===== src/hdl/bfe_pkg.sv =====
// ----------------------------------------------------------------------------
// bfe_pkg
// Shared types, codes and sizes for the instruction execute unit.
// ----------------------------------------------------------------------------
package bfe_pkg;

    localparam int DATA_DEPTH    = 65536;
    localparam int PROGRAM_DEPTH = 4096;
    localparam int CELL_BITS     = 16;

    localparam int ADDR_BITS = $clog2(DATA_DEPTH);
    localparam int FILL_BITS = $clog2(DATA_DEPTH + 1);
    localparam int PC_BITS   = $clog2(PROGRAM_DEPTH);

    localparam int QUEUE_DEPTH = 2;
    localparam int QIDX_BITS   = (QUEUE_DEPTH > 1) ? $clog2(QUEUE_DEPTH) : 1;
    localparam int QCNT_BITS   = $clog2(QUEUE_DEPTH + 1);

    localparam int          OFFSET_BITS  = 16;
    localparam logic [15:0] OFFSET_RESET = 16'd300;

    localparam logic [15:0] CODE_END   = 16'd0;
    localparam logic [15:0] CODE_RIGHT = 16'd1;
    localparam logic [15:0] CODE_LEFT  = 16'd2;
    localparam logic [15:0] CODE_INC   = 16'd3;
    localparam logic [15:0] CODE_DEC   = 16'd4;
    localparam logic [15:0] CODE_OUT   = 16'd5;
    localparam logic [15:0] CODE_IN    = 16'd6;
    localparam logic [15:0] CODE_JZ    = 16'd7;
    localparam logic [15:0] CODE_JNZ   = 16'd8;

    typedef enum logic [1:0] {
        ST_RUN   = 2'd0,
        ST_HALT  = 2'd1,
        ST_BADOP = 2'd2,
        ST_PTR   = 2'd3
    } t_status;

    typedef enum logic [3:0] {
        OP_END,
        OP_RIGHT,
        OP_LEFT,
        OP_INC,
        OP_DEC,
        OP_OUT,
        OP_IN,
        OP_JZ,
        OP_JNZ,
        OP_BAD
    } t_op;

    typedef struct packed {
        logic [15:0] cmd;
        logic [11:0] jump_target;
        logic [7:0]  in_char;
        logic        in_eof;
    } t_cmd_item;

    typedef struct packed {
        logic [11:0] next_pc;
        logic        out_valid;
        logic [15:0] out_value;
        t_status     status;
    } t_result_item;

    typedef struct packed {
        t_op                  op;
        logic [PC_BITS-1:0]   target;
        logic [CELL_BITS-1:0] in_value;
    } t_dec_item;

endpackage


===== src/hdl/bfe_result_queue.sv =====
// ----------------------------------------------------------------------------
// bfe_result_queue
// Short queue that holds execution results until the consumer takes them.
// ----------------------------------------------------------------------------
module bfe_result_queue
    import bfe_pkg::*;
(
    input  logic         i_clk,
    input  logic         i_rst_n,
    input  logic         i_push,
    input  t_result_item i_item,
    output logic         o_full,
    output logic         o_empty,
    output t_result_item o_item,
    input  logic         i_pop
);

    t_result_item         r_slot [QUEUE_DEPTH];
    logic [QIDX_BITS-1:0] r_wr_idx, n_wr_idx;
    logic [QIDX_BITS-1:0] r_rd_idx, n_rd_idx;
    logic [QCNT_BITS-1:0] r_count, n_count;

    logic push_ok;
    logic pop_ok;

    assign o_full  = (r_count == QCNT_BITS'(QUEUE_DEPTH));
    assign o_empty = (r_count == '0);
    assign o_item  = r_slot[r_rd_idx];
    assign push_ok = i_push && !o_full;
    assign pop_ok  = i_pop && !o_empty;

    always_comb begin
        n_wr_idx = r_wr_idx;
        n_rd_idx = r_rd_idx;
        if (push_ok) begin
            n_wr_idx = (r_wr_idx == QIDX_BITS'(QUEUE_DEPTH - 1)) ? '0
                                                                 : r_wr_idx + QIDX_BITS'(1);
        end
        if (pop_ok) begin
            n_rd_idx = (r_rd_idx == QIDX_BITS'(QUEUE_DEPTH - 1)) ? '0
                                                                 : r_rd_idx + QIDX_BITS'(1);
        end
        case ({push_ok, pop_ok})
            2'b10:   n_count = r_count + QCNT_BITS'(1);
            2'b01:   n_count = r_count - QCNT_BITS'(1);
            default: n_count = r_count;
        endcase
    end

    always_ff @(posedge i_clk) begin
        if (!i_rst_n) begin
            r_wr_idx <= '0;
            r_rd_idx <= '0;
            r_count  <= '0;
        end else begin
            r_wr_idx <= n_wr_idx;
            r_rd_idx <= n_rd_idx;
            r_count  <= n_count;
        end
    end

    always_ff @(posedge i_clk) begin
        if (push_ok) begin
            r_slot[r_wr_idx] <= i_item;
        end
    end

endmodule


===== config.mk =====
export PLATFORM = sky130hd
export DESIGN_NAME = bfe_result_queue
export DESIGN_NICKNAME = d
export VERILOG_FILES = /design/src/hdl/bfe_pkg.sv /design/src/hdl/bfe_result_queue.sv
export SDC_FILE = /design/constraint.sdc
export NUM_CORES = 1
export LEC_CHECK = 0
export ABC_AREA = 1
export BUFFER_PORTS_ARGS = -buffer_cell sky130_fd_sc_hd__buf_2
export CAP_MARGIN = 25
export CORE_MARGIN = 2
export CORE_UTILIZATION = 48
export CTS_BUF_LIST = sky130_fd_sc_hd__clkbuf_16
export CTS_CLUSTER_DIAMETER = 60
export DETAILED_ROUTE_END_ITERATION = 10
export PLACE_DENSITY = 0.85
export SYNTH_ARGS = -nofsm -noshare
export SYNTH_HDL_FRONTEND = slang
export SYNTH_SLANG_ARGS = --single-unit
export TNS_END_PERCENT = 1

===== constraint.sdc =====
create_clock -name i_clk -period 3.6 [get_ports i_clk]
set_input_delay 0.18 -clock i_clk [delete_from_list [all_inputs] [get_ports i_clk]]
set_output_delay 0.18 -clock i_clk [all_outputs]
set_load 0.005 [all_outputs]

* Word-level counts from Yosys, hierarchy flattened
Memory sizes are Yosys's and may differ from the RTL's. A register that Yosys moved wholly into a read port is not among the register bits.
Cells that the tools add are included.
** Operators by class
- $add $sub $neg :: 4
- Equal/unequal tests :: 3
- Muxes and demuxes :: 7
- Reductions and logical operators :: 6
** Operators with widths (count)
- 1-bit 2-to-1 mux :: 6
- 2-bit equality test (second input constant) :: 2
- 2-bit case mux with 2 select lines :: 1
- 1-bit adder (second input constant) :: 2
- 2-bit by 1-bit adder with 2-bit output (second input constant) :: 1
- 2-bit by 1-bit equality test with 1-bit output (second input constant) :: 1
- 1-bit logical AND :: 2
- 1-bit logical NOT :: 2
- 2-bit logical NOT :: 1
- 2-bit nonzero test :: 1
- 2-bit by 1-bit subtractor with 2-bit output (second input constant) :: 1
** Word-level totals
- Register bits :: 4
- RAM bits :: 62
- Bits of input ports :: 35
- Output and inout port bits :: 33
- Memories :: 1
** Memory list
- r_slot :: words 2, width 31, read ports 1, clocked after Yosys merged registers in 1, write ports 1, line bfe_result_queue.sv:18 : t_result_item r_slot [QUEUE_DEPTH];

* Logic depth before layout (Yosys ltp)
- Depth after elaboration :: 5
- Mapped depth :: 10
- Gate-level depth less buffers :: 10

* Least setup slack after synthesis
Ideal clock, no wire load.
- Path type :: register to register
- Start point :: register r_count[0]
- End point :: memory r_slot[0][0] (netlist bit), enable pin
- Setup time :: 419 ps
- Arrival :: 1932 ps
- Data required time :: 3181 ps
- Setup slack :: 1249 ps
- Cell stages (with the launch flop) :: 5
- Buffers on the path :: 0
- Period minus slack after synthesis :: 2351 ps
- Cells stage by stage :: dfxtp_1 > nor2_2 > nor2_2 > inv_1 > nor2_1
** Between the ends
- Longest elaborated chain between the ends :: 5
** Ends and longest elaborated chain
- from (decl) :: line bfe_result_queue.sv:21 : logic [QCNT_BITS-1:0] r_count, n_count;
- from (signal assigned) :: line bfe_result_queue.sv:58 : r_count <= n_count;
- 2-bit equality test :: line bfe_result_queue.sv:26 : assign o_full = (r_count == QCNT_BITS'(QUEUE_DEPTH));
- via o_full :: line bfe_result_queue.sv:12 : output logic o_full,
- 1-bit logical NOT :: line bfe_result_queue.sv:29 : assign push_ok = i_push && !o_full;
- 1-bit logical AND :: line bfe_result_queue.sv:29
- 1-bit 2-to-1 mux :: line bfe_result_queue.sv:63 : if (push_ok) begin
- 1-bit 2-to-1 mux (not written as such) :: line bfe_result_queue.sv:64 : r_slot[r_wr_idx] <= i_item;
- to (decl) :: line bfe_result_queue.sv:18
The timed path passes the listed nets, and every way through them passes these cells.

* Worst setup path after layout
- Start point :: register r_count[1]
- End point :: memory r_slot[0][8] (netlist bit), enable pin
** Between the ends
- Longest elaborated chain between the ends :: 5
** Ends and longest elaborated chain (line)
- 2-bit equality test :: bfe_result_queue.sv:26
- 1-bit logical NOT :: bfe_result_queue.sv:29
- 1-bit logical AND :: bfe_result_queue.sv:29
- 1-bit 2-to-1 mux :: bfe_result_queue.sv:63
- 1-bit 2-to-1 mux (not written as such) :: bfe_result_queue.sv:64
No other way between the ends.

==> results.toml <==
[detailed_routing]
wl_per_cell_um = 14.8
ant_nets = 0
route.vias.total = 1374
drt_iter0_markers = 73
wl_um = 4280
drtPass1Iterations = 5
drc_errors = 0
vias_per_cell = 4.77

[floorplanning]
core_area_um2 = 5070
die_h_um = 76.3
initial_core_util_pct = 49.4
fp.dieW_um = 76.3
num_io_pins = 68
rows = 26
dieArea_um2 = 5810

[synthesis]
seq_area_frac_synth_pct = 78.3
synth-compound-area-share_pct = 0.399
ys.flop_type = "edfxtp_1"
synth.mux.area_fraction_pct = 13.9
synth.avg_cell_area_um2 = 18.4
yosys.area_share.simple_pct = 4.19
ys_top_cells_by_count = "62 x edfxtp_1, 31 x mux2_2, 10 x nor2_1"
syn_area_um2 = 2510
synthDominantCellAreaShare_pct = 74.3
synthAdderAreaFrac_pct = 0.499
synthTopCellsByArea = "edfxtp_1 74%, mux2_2 14%, dfxtp_1 4.0%"
synth-edff-count = 62
syn-num-nets = 172
async_flop_share_pct = 0
yosys.area.top_type = "edfxtp_1"
synth_xor_area_share_pct = 0
synth_top_family_by_area = "multiplexers"
synthMostInstantiatedCell = "edfxtp_1"
yosys_warnings = 0
synthDistinctLibCells = 16
ys_seq_elements = 67
synth_cells = 136

[worst_setup_path]
crit_slowest_cell = "nor2_4"
cp.arrival_ps = 1690
crit_required_ps = 3540
critPathMaxStageDelay_ps = 680
end_kind = "flop"
path_cells = "inv_1, nor2_2, nor2_2, inv_1, nor2_4"
crit_type = "reg2reg"
startpoint_type = "flop"
path_max_fanout = 31

[status]
outcome = "completed"

[placement]
hpwl_um = 2810
io_buffers = 67
dpl_worst_slack_ps = 1830
routabilityCongestion = 0.663

[global_routing]
grt_antenna_before_repair = 0
grt_max_degree = 32
grt-ovfl-total = 0
grt_first_pass_wirelength_um = 6620
grtUsageTotal_pct = 15.4
grt_pass1_vias = 1455

[timing]
layout_setup_ws_ps = 1850
hold_ws_ps = 51.6
worst_pin_slew_ps = 886
period_minus_slack_ps = 1750
max_freq_mhz = 570
totalNegativeSetupSlack_ps = 0
setup_violations = 0
relSlewSlack_pct = 40.8
rsz0062_at_grt = "no"
maxSlewViolCount = 0
fin_crit_sh_pct = 48.7
hold_viol = 0
skew_ps = 3.37

[power_and_ir_drop]
totalPowerFinal_mw = 2.23
ir_drop_mv = 0.392
powerDensity_nw_per_um2 = 686
p_leak_nw = 1.27

[cells_and_area]
area_growth_pct = 29.6
drive_gt1_share_pct = 55.0
diodes = 0
fill_cells = 377
layout.nets = 249

[cts]
tritoncts = "done"
ctsHoldBuffers = 0
post-cts-setup-buffers = 0
h-tree-depth = 3
worstSkewPairLatency_ps = 310
clockRootBuffer = "clkbuf_16"
clock_path_buffers = 2
cts_sinks = 67
path_clk_slew_ps = 50
post_cts_resized = 0
numCtsBuffers = 9

[job]
drv_cap = 0

[min_path]
min-delay-path-class = "in2reg"
logic make-up after synthesis:
family                   Yosys count
adder cells (fa/ha/maj)            1
AO/OA/AOI/OAI                      2
buffers and inverters             12
flip-flops                        67
AND/OR/NAND/NOR                   23
multiplexers                      31
critical path: cells and delay by family (launching register included):
kind	cells	cell delay [ps]
AND/OR/NAND/NOR	3	850
buffers and inverters	2	190
flip-flops	1	320
power breakdown:
group	internal, mW	switching (mW)	leakage (nW)	total [mW]
clock network	0.596	0.286	0.152	0.882
registers	0.954	0.0259	0.621	0.980
logic	0.178	0.187	0.498	0.366
stage by stage:
stage	cells	area, µm²	utilization [%]
3_3_place_gp	271	2910	57.3
3_5_place_dp	272	2940	57.9
5_1_grt	288	3250	64.0
2_1_floorplan	136	2510	-
4_1_cts	288	3250	64.0
6_report	288	3250	64.0
state kept, by name (all words and copies together) (netlist names), named ones only:
signal	flops
r_count	2
r_slot	62
r_rd_idx	1
r_wr_idx	1
final timing paths:
path	start	to	slack, ps	cells after the start
setup / recovery	r_count[1]	r_slot[0][8]	1850	5
hold / removal	i_item[2]	r_slot[1][2]	50	1
setup reg to reg	r_count[1]	r_slot[0][8]	1850	5
hold reg to reg	r_rd_idx	r_rd_idx	490	2
per-layer routing:
metal	GRT usage (%)	part of all wire (%)	vias up	wire length, µm
met5	0	0	-	0
met3	5.33	4.9	9	211
met1	16.0	41	660	1750
li1	-	-	662	-
met2	27.7	52	43	2230
met4	7.64	2.0	0	85
layout by cell type (no fill, tap or decap):
cell,n
buf_2,67
edfxtp_1,62
mux2_2,31
nor2_1,9
clkbuf_16,9
inv_1,8
nand2_1,7
dfxtp_1,5
inv_2,2
nor2_4,2
nor2_2,2
bufinv_16,2
clkinv_1,2
nand2_2,1
nand3_1,1
o21ai_0,1
a21oi_1,1
nand4_1,1
ha_1,1
clkinvlp_4,1
clkinv_2,1
buf_16,1
buf_4,1
final cells by class:
type | count | area, µm² | area share (%)
clock buffers | 9 | 225 | 6.94
clock inverters | 7 | 83.8 | 2.58
inverters | 9 | 33.8 | 1.04
multi-input cells | 57 | 484 | 14.9
flip-flops and latches | 67 | 1960 | 60.4
well taps | 70 | 87.6 | 2.70
repair buffers | 69 | 370 | 11.4
(Power assumes the default switching activity.)
