<file path="src/hdl/bfe_pkg.sv">
// ----------------------------------------------------------------------------
// bfe_pkg
// Shared types, codes and sizes for the instruction execute unit.
// ----------------------------------------------------------------------------
package bfe_pkg;

    localparam int DATA_DEPTH    = 65536;
    localparam int PROGRAM_DEPTH = 4096;
    localparam int CELL_BITS     = 16;

    localparam int ADDR_BITS = $clog2(DATA_DEPTH);
    localparam int FILL_BITS = $clog2(DATA_DEPTH + 1);
    localparam int PC_BITS   = $clog2(PROGRAM_DEPTH);

    localparam int QUEUE_DEPTH = 2;
    localparam int QIDX_BITS   = (QUEUE_DEPTH > 1) ? $clog2(QUEUE_DEPTH) : 1;
    localparam int QCNT_BITS   = $clog2(QUEUE_DEPTH + 1);

    localparam int          OFFSET_BITS  = 16;
    localparam logic [15:0] OFFSET_RESET = 16'd300;

    localparam logic [15:0] CODE_END   = 16'd0;
    localparam logic [15:0] CODE_RIGHT = 16'd1;
    localparam logic [15:0] CODE_LEFT  = 16'd2;
    localparam logic [15:0] CODE_INC   = 16'd3;
    localparam logic [15:0] CODE_DEC   = 16'd4;
    localparam logic [15:0] CODE_OUT   = 16'd5;
    localparam logic [15:0] CODE_IN    = 16'd6;
    localparam logic [15:0] CODE_JZ    = 16'd7;
    localparam logic [15:0] CODE_JNZ   = 16'd8;

    typedef enum logic [1:0] {
        ST_RUN   = 2'd0,
        ST_HALT  = 2'd1,
        ST_BADOP = 2'd2,
        ST_PTR   = 2'd3
    } t_status;

    typedef enum logic [3:0] {
        OP_END,
        OP_RIGHT,
        OP_LEFT,
        OP_INC,
        OP_DEC,
        OP_OUT,
        OP_IN,
        OP_JZ,
        OP_JNZ,
        OP_BAD
    } t_op;

    typedef struct packed {
        logic [15:0] cmd;
        logic [11:0] jump_target;
        logic [7:0]  in_char;
        logic        in_eof;
    } t_cmd_item;

    typedef struct packed {
        logic [11:0] next_pc;
        logic        out_valid;
        logic [15:0] out_value;
        t_status     status;
    } t_result_item;

    typedef struct packed {
        t_op                  op;
        logic [PC_BITS-1:0]   target;
        logic [CELL_BITS-1:0] in_value;
    } t_dec_item;

endpackage

</file>
<file path="src/hdl/bfe_front.sv">
// ----------------------------------------------------------------------------
// bfe_front
// Accepts instruction transactions, removes the opcode offset, classifies the
// opcode and holds decoded instructions in a short queue for the back end.
// ----------------------------------------------------------------------------
module bfe_front
    import bfe_pkg::*;
(
    input  logic                   i_clk,
    input  logic                   i_rst_n,
    input  logic                   i_cfg_we,
    input  logic [OFFSET_BITS-1:0] i_cfg_wdata,
    input  logic                   i_push,
    input  t_cmd_item              i_item,
    output logic                   o_full,
    output logic                   o_valid,
    output t_dec_item              o_item,
    input  logic                   i_ready
);

    logic [OFFSET_BITS-1:0] r_offset;
    t_dec_item              r_slot [QUEUE_DEPTH];
    logic [QIDX_BITS-1:0]   r_wr_idx, n_wr_idx;
    logic [QIDX_BITS-1:0]   r_rd_idx, n_rd_idx;
    logic [QCNT_BITS-1:0]   r_count, n_count;

    logic [15:0] op_code;
    t_dec_item   dec;
    logic        push_ok;
    logic        pop_ok;

    always_comb begin
        op_code      = i_item.cmd - r_offset;
        dec.target   = PC_BITS'(i_item.jump_target);
        dec.in_value = i_item.in_eof ? {CELL_BITS{1'b1}} : CELL_BITS'(i_item.in_char);
        case (op_code)
            CODE_END:   dec.op = OP_END;
            CODE_RIGHT: dec.op = OP_RIGHT;
            CODE_LEFT:  dec.op = OP_LEFT;
            CODE_INC:   dec.op = OP_INC;
            CODE_DEC:   dec.op = OP_DEC;
            CODE_OUT:   dec.op = OP_OUT;
            CODE_IN:    dec.op = OP_IN;
            CODE_JZ:    dec.op = OP_JZ;
            CODE_JNZ:   dec.op = OP_JNZ;
            default:    dec.op = OP_BAD;
        endcase
    end

    assign o_full  = (r_count == QCNT_BITS'(QUEUE_DEPTH));
    assign o_valid = (r_count != '0);
    assign o_item  = r_slot[r_rd_idx];
    assign push_ok = i_push && !o_full;
    assign pop_ok  = o_valid && i_ready;

    always_comb begin
        n_wr_idx = r_wr_idx;
        n_rd_idx = r_rd_idx;
        n_count  = r_count;
        if (push_ok) begin
            n_wr_idx = (r_wr_idx == QIDX_BITS'(QUEUE_DEPTH - 1)) ? '0
                                                                 : r_wr_idx + QIDX_BITS'(1);
        end
        if (pop_ok) begin
            n_rd_idx = (r_rd_idx == QIDX_BITS'(QUEUE_DEPTH - 1)) ? '0
                                                                 : r_rd_idx + QIDX_BITS'(1);
        end
        case ({push_ok, pop_ok})
            2'b10:   n_count = r_count + QCNT_BITS'(1);
            2'b01:   n_count = r_count - QCNT_BITS'(1);
            default: n_count = r_count;
        endcase
    end

    always_ff @(posedge i_clk) begin
        if (!i_rst_n) begin
            r_offset <= OFFSET_RESET;
            r_wr_idx <= '0;
            r_rd_idx <= '0;
            r_count  <= '0;
        end else begin
            if (i_cfg_we) begin
                r_offset <= i_cfg_wdata;
            end
            r_wr_idx <= n_wr_idx;
            r_rd_idx <= n_rd_idx;
            r_count  <= n_count;
        end
    end

    always_ff @(posedge i_clk) begin
        if (push_ok) begin
            r_slot[r_wr_idx] <= dec;
        end
    end

endmodule

</file>
<file path="config.mk">
export PLATFORM = sky130hd
export DESIGN_NAME = bfe_front
export DESIGN_NICKNAME = d
export VERILOG_FILES = /design/src/hdl/bfe_pkg.sv /design/src/hdl/bfe_front.sv
export SDC_FILE = /design/constraint.sdc
export NUM_CORES = 1
export LEC_CHECK = 0
export BUFFER_PORTS_ARGS = -buffer_cell sky130_fd_sc_hd__buf_2
export CORE_MARGIN = 2
export CORE_UTILIZATION = 50
export DETAILED_ROUTE_END_ITERATION = 10
export PLACE_DENSITY_LB_ADDON = 0.3
export SYNTH_ARGS = -nofsm -noshare
export SYNTH_HDL_FRONTEND = slang
export SYNTH_SLANG_ARGS = --single-unit
</file>
<file path="constraint.sdc">
create_clock -name i_clk -period 2.9 [get_ports i_clk]
set_input_delay 0.29 -clock i_clk [delete_from_list [all_inputs] [get_ports i_clk]]
set_output_delay 0.29 -clock i_clk [all_outputs]
set_load 0.03 [all_outputs]
</file>
### Yosys cells after proc, flatten, opt, wreduce, memory -nomap -nowiden

Memory sizes are Yosys's and may differ from the RTL's. A register that Yosys moved wholly into a read port is not among the register bits.
Cells that the tools add are included.

* add/sub/neg operators: 5
* equality and inequality tests: 3
* multiplexer cells: 9
* reductions and logical operators: 6

Operators by type and width (count)
* 2-to-1 mux 16 bit: 1
* subtractor 16 bit: 1
* logical NOT 12 bit: 1
* 2-to-1 mux 1 bit: 6
* == test 2 bit, second input constant: 2
* 2-to-1 mux 4 bit: 1
* one-hot mux 2 bit (2 select lines): 1
* nonzero test 2 bit: 2
* adder 1 bit, second input constant: 2
* adder 2 x 1 -> 2 bit, second input constant: 1
* == test 2 x 1 -> 1 bit, second input constant: 1
* logical AND 1 bit: 2
* subtractor 2 x 1 -> 2 bit, second input constant: 1
* logical NOT 1 bit: 1

* register bits after elaboration: 20
* memory bits (writable): 64
* memory bits (read-only): 64
* bits of input ports: 58
* output and inout port bits: 34
* memories kept: 2

Memories
* (name not given): words 16, width 4, read ports 1, clocked after memory_dff 0, write ports 0, RTL line bfe_front.sv:36 `case (op_code)`
* r_slot: words 2, width 32, read ports 1, clocked after memory_dff 1, write ports 1, RTL line bfe_front.sv:22 `t_dec_item r_slot [QUEUE_DEPTH];`

### Depth between registers and ports, before layout

* word-level depth: 5
* mapped depth: 10
* mapped depth without buffers: 10

### Worst setup path before layout

No wires, ideal clock.

* path type: input to register
* start: input port i_item[21] (netlist bit)
* end: memory r_slot[0][28] (netlist bit) (data pin)
* library setup time: 0.270 ns
* arrival: 2.268 ns
* data required time: 2.630 ns
* slack: 0.362 ns
* cell stages on the path: 10
* cells stage by stage: inv_1 -> ha_1 -> fa_1 -> nor2b_1 -> o2111ai_1 -> and2_1 -> o21ai_0 -> xnor2_1 -> o2111ai_1 -> or3_1

RTL lines
* from (decl): RTL line bfe_front.sv:14 `input t_cmd_item i_item,`
* to (decl): RTL line bfe_front.sv:22

==> results.yml <==
grt:
  grt_pass1_vias: 2426
  antenna_found_initial: 0
  grt_start_max_net_pins: 26
  grt-ovfl-total: 0
  grt_util_all_layers_pct: 18.3
  grt_pass1_wl_um: 11000
cells_and_area:
  diodes: 0
  final_cell_mix: "buf_2 (91), edfxtp_1 (50), mux2_2 (25), inv_1 (23), dfxtp_1 (21)"
  layout.cells.most_common: "buf_2"
  nets: 475
  syn_to_final_growth_pct: 19.8
  layout-drive-gt1-share_pct: 37.8
  n_fill_cell: 616
  fin_area_um2: 4330
setup_path:
  required_ps: 2990
  cp-startpoint: "r_offset[0]"
  r2r_start: "r_offset[0]"
  r2r-end: "r_slot[1][31]"
  start_kind: "register"
  cp_cell_sequence: "ha_1 > fa_1 > nor2b_2 > nand4b_1 > o22ai_1 > a21oi_1 > nor4_2 > nand4_1 > or3_1"
  r2r_cells: 9
  critPathArrivalTime_ps: 2800
  rrSetupSlack_ps: 190
  cp_slowest_stage_delay_ps: 450
  endpoint: "r_slot[1][31]"
  path_class: "reg2reg"
  end_kind: "register"
  path_max_fanout: 4
  slowest_stage: "or3_1"
logic_synthesis:
  yosys.area_share.xor_xnor_pct: 2.91
  async_flop_share_pct: 0
  synth_edf_count: 50
  synth_fp_nets: 385
  synth.distinct_cells: 47
  synth_compound_gate_area_share_pct: 9.42
  ys_seq_area_share_pct: 53.2
  postSynthAreaPerCell_um2: 11.7
  synthAdderAreaFrac_pct: 6.10
  yosysWarnings: 0
  synthCells: 310
  yosysTopAreaCell: "edfxtp_1"
  synth_top_family_by_area: "simple AND/OR/NAND/NOR gates"
  yosys-top-cells-area: "edfxtp_1 (42%), dfxtp_1 (12%), mux2_2 (7.8%), ha_1 (5.5%), mux2i_1 (3.6%)"
  synth_simple_gate_area_share_pct: 12.3
  ys.flop_type: "edfxtp_1"
  synth_area_um2: 3610
  synth_top_area_share_pct: 41.6
  synthMuxAreaShare_pct: 11.4
  ys_ff_latch: 71
sta:
  worst_pin_slew_ps: 491
  timing.final.ws_setup_ps: 185
  rsz0062_at_grt: "no"
  fin_crit_ps: 2710
  setup_violations: 0
  clock.fmax_ghz: 0.368
  finalSetupTns_ps: 0
  drv_slew: 0
  hold_violations: 0
  fin_crit_sh_pct: 93.6
  max_slew_margin_pct: 67.3
  whs_ps: 115
  skew_ps: 12.9
routing:
  drcViolationCount: 0
  ant_nets: 0
  dr.pass1.iters: 4
  wirelength_um: 7090
  num_vias: 2602
  viasPerCell: 5.19
  drt_iter0_drc: 88
  wl_per_cell_um: 14.2
die:
  rows: 30
  fp.dieW_um: 89.0
  die_area_um2: 7920
  ioPinCount: 92
  start_util_pct: 52.3
  core_um2: 6910
  die_h_um: 89.0
clocking:
  cts_hold_buf: 0
  cts_made_buffers: 9
  clockRootBuffer: "clkbuf_8"
  cts_buffer_depth: 2
  clock-sinks: 71
  cts_tree: "done"
  cts_max_level: 3
  clock_latency_ps: 360
  clkTransAtPathRegs_ps: 90
power_and_ir_drop:
  p_clk_share_pct: 23.3
  p_sw_w: 0.00118
  power_frac_seq_pct: 39.9
  power_w: 0.00317
  comb_power_share_pct: 36.8
  power_density_nw_per_um2: 733
  p_sw_share_pct: 37.3
  peakVddDrop_mv: 0.301
  intPower_w: 0.00199
  p_leak_nw: 1.77
hold_path:
  hold_path_depth: 1
  hold_class: "in2reg"
run_status:
  outcome: "finished clean"
place:
  dp_hpwl_um: 5240
  gp_congestion: 0.868
  dp_slack_ps: 11.3
  dpl_cell_area_um2: 4130
  portBuffers: 91
flow_run:
  maxCapViolCount: 0
[through the flow]
step	util (%)	std cells
after floorplan	-	310
after global placement	59.8	485
after detailed placement	59.8	485
after CTS	62.5	501
after global routing	62.7	501
final	62.7	501
[flip-flops by register name, summed over array words and instances (netlist names), named ones only]
| signal | cells |
|---|---|
| r_count | 2 |
| r_rd_idx | 1 |
| r_wr_idx | 1 |
| r_offset | 16 |
| r_slot | 50 |
[power groups by stage]
stage / Combinational [W] / Sequential, W / Clock (W)
floorplan: 0.000920 / 0.00128 / 0
global placement: 0.00116 / 0.00128 / 0
detailed placement: 0.00117 / 0.00129 / 0
CTS: 0.00117 / 0.00127 / 0.000762
global route: 0.00127 / 0.00128 / 0.000802
finish: 0.00117 / 0.00127 / 0.000740
[synthesized netlist by cell type (5+ instances only)]
cell,instances
clkbuf_1,6
mux2i_1,13
and2_1,5
edfxtp_1,50
ha_1,16
a21oi_1,20
nor2_1,10
inv_1,23
xnor2_1,9
dfxtp_1,21
or2_2,9
o21ai_0,8
mux2_2,25
nor2b_1,16
buf_4,7
nand2_1,19
[metal layers]
metal / wire length, um / up-vias / track usage, % / share of wire (%)
li1: - / 1291 / - / -
met1: 3060 / 1229 / 23.8 / 43
met2: 3480 / 76 / 29.9 / 49
met3: 477 / 6 / 5.54 / 6.7
met4: 78 / 0 / 4.88 / 1.1
met5: 0 / - / 0 / 0
[cell families (layout without fill, tap and decap cells)]
kind of cell	Yosys count	count (layout)
xor+xnor	12	12
buf+inv	38	133
compound gates	53	53
flops	71	71
fa+ha+maj	17	17
simple gates	81	81
mux	38	38
[what timing repair did]
| item | 4_1_cts | 5_1_grt |
|---|---|---|
| setup endpoints to repair | 0 | 8 |
| resized for setup | 0 | 4 |
| buffers inserted | 0 | 0 |
[worst max-delay path: cells and delay by family, from the launching register on]
kind / cells / cell delay (ps)
AND/OR/NAND/NOR: 5 / 1290
adder cells (fa/ha/maj): 2 / 610
flip-flops: 1 / 320
AO/OA/AOI/OAI: 2 / 230
[worst min path at each step]
stage                           start  slack [ps]       endpoint
after floorplan             i_item[0]         390  r_slot[0][15]
after global placement    r_offset[2]         470    r_offset[2]
after detailed placement  r_offset[2]         480    r_offset[2]
after CTS                  i_item[12]         110  r_slot[0][19]
after global routing       i_item[13]         100  r_slot[1][20]
final                      i_item[12]         110  r_slot[1][19]
[cell type report]
type	count	area [um^2]	share of cell area (%)
Sequential cell	71	1920	44.4
Multi-Input combinational cell	201	1540	35.5
Timing Repair Buffer	94	478	11.0
Clock buffer	9	124	2.86
Tap cell	96	120	2.77
Inverter	23	86.3	1.99
Clock inverter	7	61.3	1.42
No activity file was read; power rests on OpenSTA's default activity.
